$ cat config.mk
export PLATFORM = sky130hd
export DESIGN_NAME = ahum_div
export DESIGN_NICKNAME = d
export VERILOG_FILES = /design/src/rtl/ahum_div.sv
export SDC_FILE = /design/constraint.sdc
export NUM_CORES = 2
export LEC_CHECK = 0
export BUFFER_PORTS_ARGS = -buffer_cell sky130_fd_sc_hd__buf_4
export CORE_MARGIN = 2
export CORE_UTILIZATION = 45
export DETAILED_ROUTE_END_ITERATION = 8
export SKIP_CTS_REPAIR_TIMING = 1
export SYNTH_ARGS = -nofsm -noshare
export SYNTH_HDL_FRONTEND = slang
export SYNTH_SLANG_ARGS = --single-unit
$ cat constraint.sdc
create_clock -name clk_i -period 4.3 [get_ports clk_i]
set_input_delay 0.86 -clock clk_i [delete_from_list [all_inputs] [get_ports clk_i]]
set_output_delay 0.86 -clock clk_i [all_outputs]
set_load 0.05 [all_outputs]
$ cat src/rtl/ahum_div.sv
// Pipelined restoring divider, one quotient bit per stage, with sideband data.
module ahum_div #(
  parameter int unsigned NUM_W  = 44,
  parameter int unsigned DEN_W  = 16,
  parameter int unsigned Q_W    = 30,
  parameter int unsigned SIDE_W = 1
) (
  input  logic              clk_i,
  input  logic              rst_ni,
  input  logic              en_i,
  input  logic              valid_i,
  input  logic [NUM_W-1:0]  num_i,
  input  logic [DEN_W-1:0]  den_i,
  input  logic [SIDE_W-1:0] side_i,
  output logic              valid_o,
  output logic [Q_W-1:0]    quo_o,
  output logic [SIDE_W-1:0] side_o
);

  logic              vld_q  [Q_W];
  logic [DEN_W-1:0]  rem_q  [Q_W];
  logic [Q_W-1:0]    work_q [Q_W];
  logic [DEN_W-1:0]  den_q  [Q_W];
  logic [SIDE_W-1:0] side_q [Q_W];

  for (genvar s = 0; s < Q_W; s++) begin : g_stage
    logic              vld_in;
    logic [DEN_W-1:0]  rem_in;
    logic [Q_W-1:0]    work_in;
    logic [DEN_W-1:0]  den_in;
    logic [SIDE_W-1:0] side_in;
    logic [DEN_W:0]    trial;
    logic [DEN_W:0]    diff;
    logic              qbit;

    if (s == 0) begin : g_first
      assign vld_in  = valid_i;
      assign rem_in  = DEN_W'(num_i >> Q_W);
      assign work_in = num_i[Q_W-1:0];
      assign den_in  = den_i;
      assign side_in = side_i;
    end else begin : g_next
      assign vld_in  = vld_q[s-1];
      assign rem_in  = rem_q[s-1];
      assign work_in = work_q[s-1];
      assign den_in  = den_q[s-1];
      assign side_in = side_q[s-1];
    end

    assign trial = {rem_in, work_in[Q_W-1]};
    assign diff  = trial - {1'b0, den_in};
    assign qbit  = ~diff[DEN_W];

    always_ff @(posedge clk_i or negedge rst_ni) begin
      if (!rst_ni) begin
        vld_q[s] <= 1'b0;
      end else if (en_i) begin
        vld_q[s] <= vld_in;
      end
    end

    always_ff @(posedge clk_i) begin
      if (en_i) begin
        rem_q[s]  <= qbit ? diff[DEN_W-1:0] : trial[DEN_W-1:0];
        work_q[s] <= {work_in[Q_W-2:0], qbit};
        den_q[s]  <= den_in;
        side_q[s] <= side_in;
      end
    end
  end

  assign valid_o = vld_q[Q_W-1];
  assign quo_o   = work_q[Q_W-1];
  assign side_o  = side_q[Q_W-1];

endmodule

==> impl_metrics.py <==
metrics = {
    "sta": {
        "finalClockSkew_ns": 0.02089,
        "max_clock_freq_ghz": 0.2646,
        "layout_worst_path_cycle_share_pct": 87.90,
        "rsz_0062_raised_after_global_routing": "false",
        "slew-limit-headroom_pct": 42.75,
        "fin_tns_setup_ns": 0,
        "period_minus_slack_ns": 3.780,
        "finalHoldViolations": 0,
        "transition_time_at_the_pin_with_the_least_slew_margin_ns": 0.8588,
        "setup-violations-final": 0,
        "count_of_final_max_slew_check_failures": 0,
    },
    "grt": {
        "grt_overflow_total": 0,
        "antenna_violations_before_repair": 1,
        "grt_first_pass_wirelength_mm": 223.1,
        "gr-usage-all-layers_pct": 14.13,
        "largest_net_degree_at_the_start_of_global_routing": 135,
        "grt_pass1_vias": 44150,
    },
    "power_and_ir_drop": {
        "switching_pwr_mw": 21.27,
        "share_comb_of_total_power_pct": 36.3,
        "sequentialPowerShare_pct": 39.7,
        "p_sw_share_pct": 30.74,
        "p_int_mw": 47.92,
        "power_leakage_nw": 36.88,
        "power.ir.vdd_worst_uv": 573.1,
        "power_density_mw_per_mm2": 728.1,
        "pwr-share-clk_pct": 24.0,
        "power.total_mw": 69.19,
    },
    "drt": {
        "drt_pass1_iterations": 5,
        "postRouteAntennaNets": 0,
        "routed_via_density": 5.054,
        "drtIter0Drc": 2663,
        "routed_wirelength_mm": 134.1,
        "vias": 43630,
        "route.detailed.drc": 0,
        "routed_wire_length_per_instance_um": 15.54,
    },
    "critical_path": {
        "end_kind": "flop",
        "timing.reg2reg.worst_path_depth": 12,
        "arrival_time_of_the_worst_setup_path_ns": 4.34,
        "worst_setup_path_start_kind": "flop",
        "crit_start": "den_q[0][96]",
        "worst-endpoint-required_ns": 4.86,
        "worstSetupPathType": "flop to flop",
        "timing.rr.end": "rem_q[3][20]",
        "reg2reg_setup_slack_ns": 0.52,
        "worst_r2r_startpoint": "den_q[0][96]",
        "timing.critical_path.fanout_max": 17,
    },
    "floorplan": {
        "floorplan.die_area_mm2": 0.1908,
        "start_util_pct": 45.36,
        "floorplan.die.width_um": 436.8,
        "num_rows": 158,
        "ioPinCount": 97,
        "fp.dieH_um": 436.8,
        "placeableCoreArea_mm2": 0.1858,
    },
    "synthesis": {
        "synthesis.nets": 6244,
        "ys_async_sr_fraction_pct": 1.589,
        "ys.warnings.count": 0,
        "mappedNetlistArea_mm2": 0.08430,
        "synthFlopType": "sky130_fd_sc_hd__edfxtp_1",
        "synth_enable_flop_cells": 1858,
        "synth_cells": 5672,
        "synth_seq_cells": 1888,
        "post_synth_num_cell_types": 79,
        "synth_seq_area_share_pct": 67.08,
        "syn_area_per_cell_um2": 14.86,
    },
    "clock_tree": {
        "insertion_delay_ns": 0.82,
        "cts_root_buffer": "sky130_fd_sc_hd__clkbuf_16",
        "h_tree_depth": 4,
        "cts.sink_count": 1888,
        "worst_setup_hold_path_clk_slew_ns": 0.06,
        "cts-buffers-inserted": 199,
        "clock_tree.buffer_depth": 3,
        "clock_tree_from_tritoncts": "built",
    },
    "placed_design": {
        "globalplace.congestion": 0.8315,
        "detailed_place_hpwl_mm": 90.34,
        "port-buffer-count": 96,
    },
    "min_path": {
        "min_from": "num_i[27]",
        "min_path_type": "primary input to flop",
        "hold_depth": 1,
        "hold_end": "work_q[0][28]",
    },
    "cells_and_area": {
        "final_common_cell": "sky130_fd_sc_hd__edfxtp_1",
        "final_nets": 6559,
        "layout-drive-gt1-share_pct": 14.91,
        "multi_input_gate_area_mm2": 0.02516,
        "area.sequential_mm2": 0.05654,
        "nFillCells": 15510,
        "utilization_pct": 51.14,
        "area_growth_syn_to_layout_pct": 12.73,
        "most-common-layout-cells": "sky130_fd_sc_hd__edfxtp_1 (1,858), sky130_fd_sc_hd__inv_1 (620), sky130_fd_sc_hd__ha_1 (478)",
    },
    "run_status": {
        "run_status": "finished clean",
    },
    "job": {
        "max_cap_violations": 0,
    },
}
==> registers in the layout, summed over array words and instances (netlist names) <==
| signal | cells |
|---|---|
| valid_o | 1 |
| side_q | 30 |
| rem_q | 464 |
| den_q | 464 |
| g_stage.vld_in | 29 |
| work_q | 900 |
==> cells in the mapped netlist, types with 9 or more instances <==
cell type                   instances  area share [%]
sky130_fd_sc_hd__nor2_1           226             1.0
sky130_fd_sc_hd__or3_1             20            0.15
sky130_fd_sc_hd__edfxtp_1        1858              66
sky130_fd_sc_hd__a21boi_0          34            0.30
sky130_fd_sc_hd__fa_1              29            0.69
sky130_fd_sc_hd__ha_1             478             7.1
sky130_fd_sc_hd__o21bai_1          38            0.34
sky130_fd_sc_hd__buf_4             17            0.15
sky130_fd_sc_hd__nand2b_1          52            0.39
sky130_fd_sc_hd__o31a_1            13            0.14
sky130_fd_sc_hd__dfrtp_1           30            0.89
sky130_fd_sc_hd__a21o_1            93            0.83
sky130_fd_sc_hd__nand2_1          185            0.82
sky130_fd_sc_hd__and2_1            16            0.12
sky130_fd_sc_hd__a31oi_1           28            0.21
sky130_fd_sc_hd__o21ai_0          211             1.3
sky130_fd_sc_hd__xnor2_1          238             2.5
sky130_fd_sc_hd__o21a_1            82            0.73
sky130_fd_sc_hd__xor2_1           107             1.1
sky130_fd_sc_hd__a2111oi_0         12            0.12
sky130_fd_sc_hd__inv_1            620             2.8
sky130_fd_sc_hd__nor3b_1            9           0.080
sky130_fd_sc_hd__and3_1            17            0.13
sky130_fd_sc_hd__o211ai_1          10           0.089
sky130_fd_sc_hd__nor2b_1          102            0.76
sky130_fd_sc_hd__mux2_2           386             5.2
sky130_fd_sc_hd__a311o_1           11            0.13
sky130_fd_sc_hd__o2111ai_1         15            0.16
sky130_fd_sc_hd__nor3_1            43            0.26
sky130_fd_sc_hd__or2_2             21            0.16
sky130_fd_sc_hd__nand4_1           24            0.18
sky130_fd_sc_hd__a211o_1           20            0.21
sky130_fd_sc_hd__a21oi_1          279             1.7
sky130_fd_sc_hd__mux2i_1           61            0.72
sky130_fd_sc_hd__clkbuf_1          25            0.11
sky130_fd_sc_hd__xnor2_2            9            0.17
sky130_fd_sc_hd__a211oi_1          22            0.20
sky130_fd_sc_hd__o22ai_1           19            0.14
sky130_fd_sc_hd__o31ai_1           24            0.21
sky130_fd_sc_hd__nand3_1           61            0.36
==> worst max path at each step <==
stage                    to  slack [ns]  depth (start not counted)
2_1_floorplan  rem_q[0][10]        0.75                         13
3_3_place_gp    rem_q[0][3]        0.50                         13
3_5_place_dp    rem_q[0][9]        0.48                         13
4_1_cts        rem_q[3][20]        0.48                         12
5_1_grt        rem_q[3][19]        0.20                         12
6_report       rem_q[3][20]        0.52                         12
==> area by class of cell <==
class,instances,area share [%]
multi-input cells,3107,26.48
flip-flops and latches,1888,59.50
clock inverters,129,1.251
inverters,621,2.453
repair buffers,170,1.604
clock buffers,237,5.446
diodes,1,0.002633
well taps,2480,3.265
==> layer usage <==
metal	track usage (%)	routed length, um	vias to the layer above
met5	0	0	-
met1	18.23	60260	21080
met2	23.96	65850	554
li1	-	-	21760
met3	2.694	4646	234
met4	4.622	3386	0
==> per-stage QoR <==
step / hold slack, ns / cell area (um2) / worst slack [ns] / cells
3_3_place_gp: 0.4001 / 88650 / 0.5020 / 8265
5_1_grt: 0.1317 / 95030 / 0.2039 / 8633
4_1_cts: -0.1158 / 95020 / 0.4790 / 8631
2_1_floorplan: 0.4003 / 84300 / 0.7542 / 5672
6_report: 0.2160 / 95030 / 0.5204 / 8633
3_5_place_dp: 0.4045 / 88650 / 0.4802 / 8265
==> cells by family (layout without fill, tap and decap cells) <==
group / Yosys count / after routing / share of synthesized area, %
DFF: 1888 / 1888 / 67.08
AOI/OAI and AO/OA: 995 / 995 / 7.653
and+or+nand+nor: 797 / 797 / 4.616
buffers and inverters: 677 / 1157 / 3.111
adders and majority gates: 507 / 507 / 7.783
muxes: 453 / 453 / 5.983
xor gates and xnor gates: 355 / 355 / 3.777
other: 0 / 1 / 0
==> worst max-delay path: stages (launching register included) <==
cell	delay [ns]
sky130_fd_sc_hd__edfxtp_1	0.44
sky130_fd_sc_hd__ha_1	0.24
sky130_fd_sc_hd__fa_1	0.41
sky130_fd_sc_hd__nor2b_1	0.12
sky130_fd_sc_hd__o21ai_0	0.11
sky130_fd_sc_hd__a21boi_0	0.25
sky130_fd_sc_hd__o21ai_0	0.15
sky130_fd_sc_hd__a21oi_1	0.38
sky130_fd_sc_hd__a41oi_1	0.31
sky130_fd_sc_hd__o21ai_1	0.30
sky130_fd_sc_hd__xor2_2	0.15
sky130_fd_sc_hd__buf_4	0.27
sky130_fd_sc_hd__mux2_2	0.37
==> power by group through the flow <==
stage | logic (mW) | registers, mW | clock network [mW]
floorplan | 20.2 | 27.1 | 0
global placement | 24.5 | 27.9 | 0
detailed placement | 25.0 | 27.9 | 0
CTS | 25.2 | 27.6 | 17.2
global route | 28.1 | 27.9 | 18.0
finish | 25.1 | 27.5 | 16.6
(Power assumes the default switching activity.)
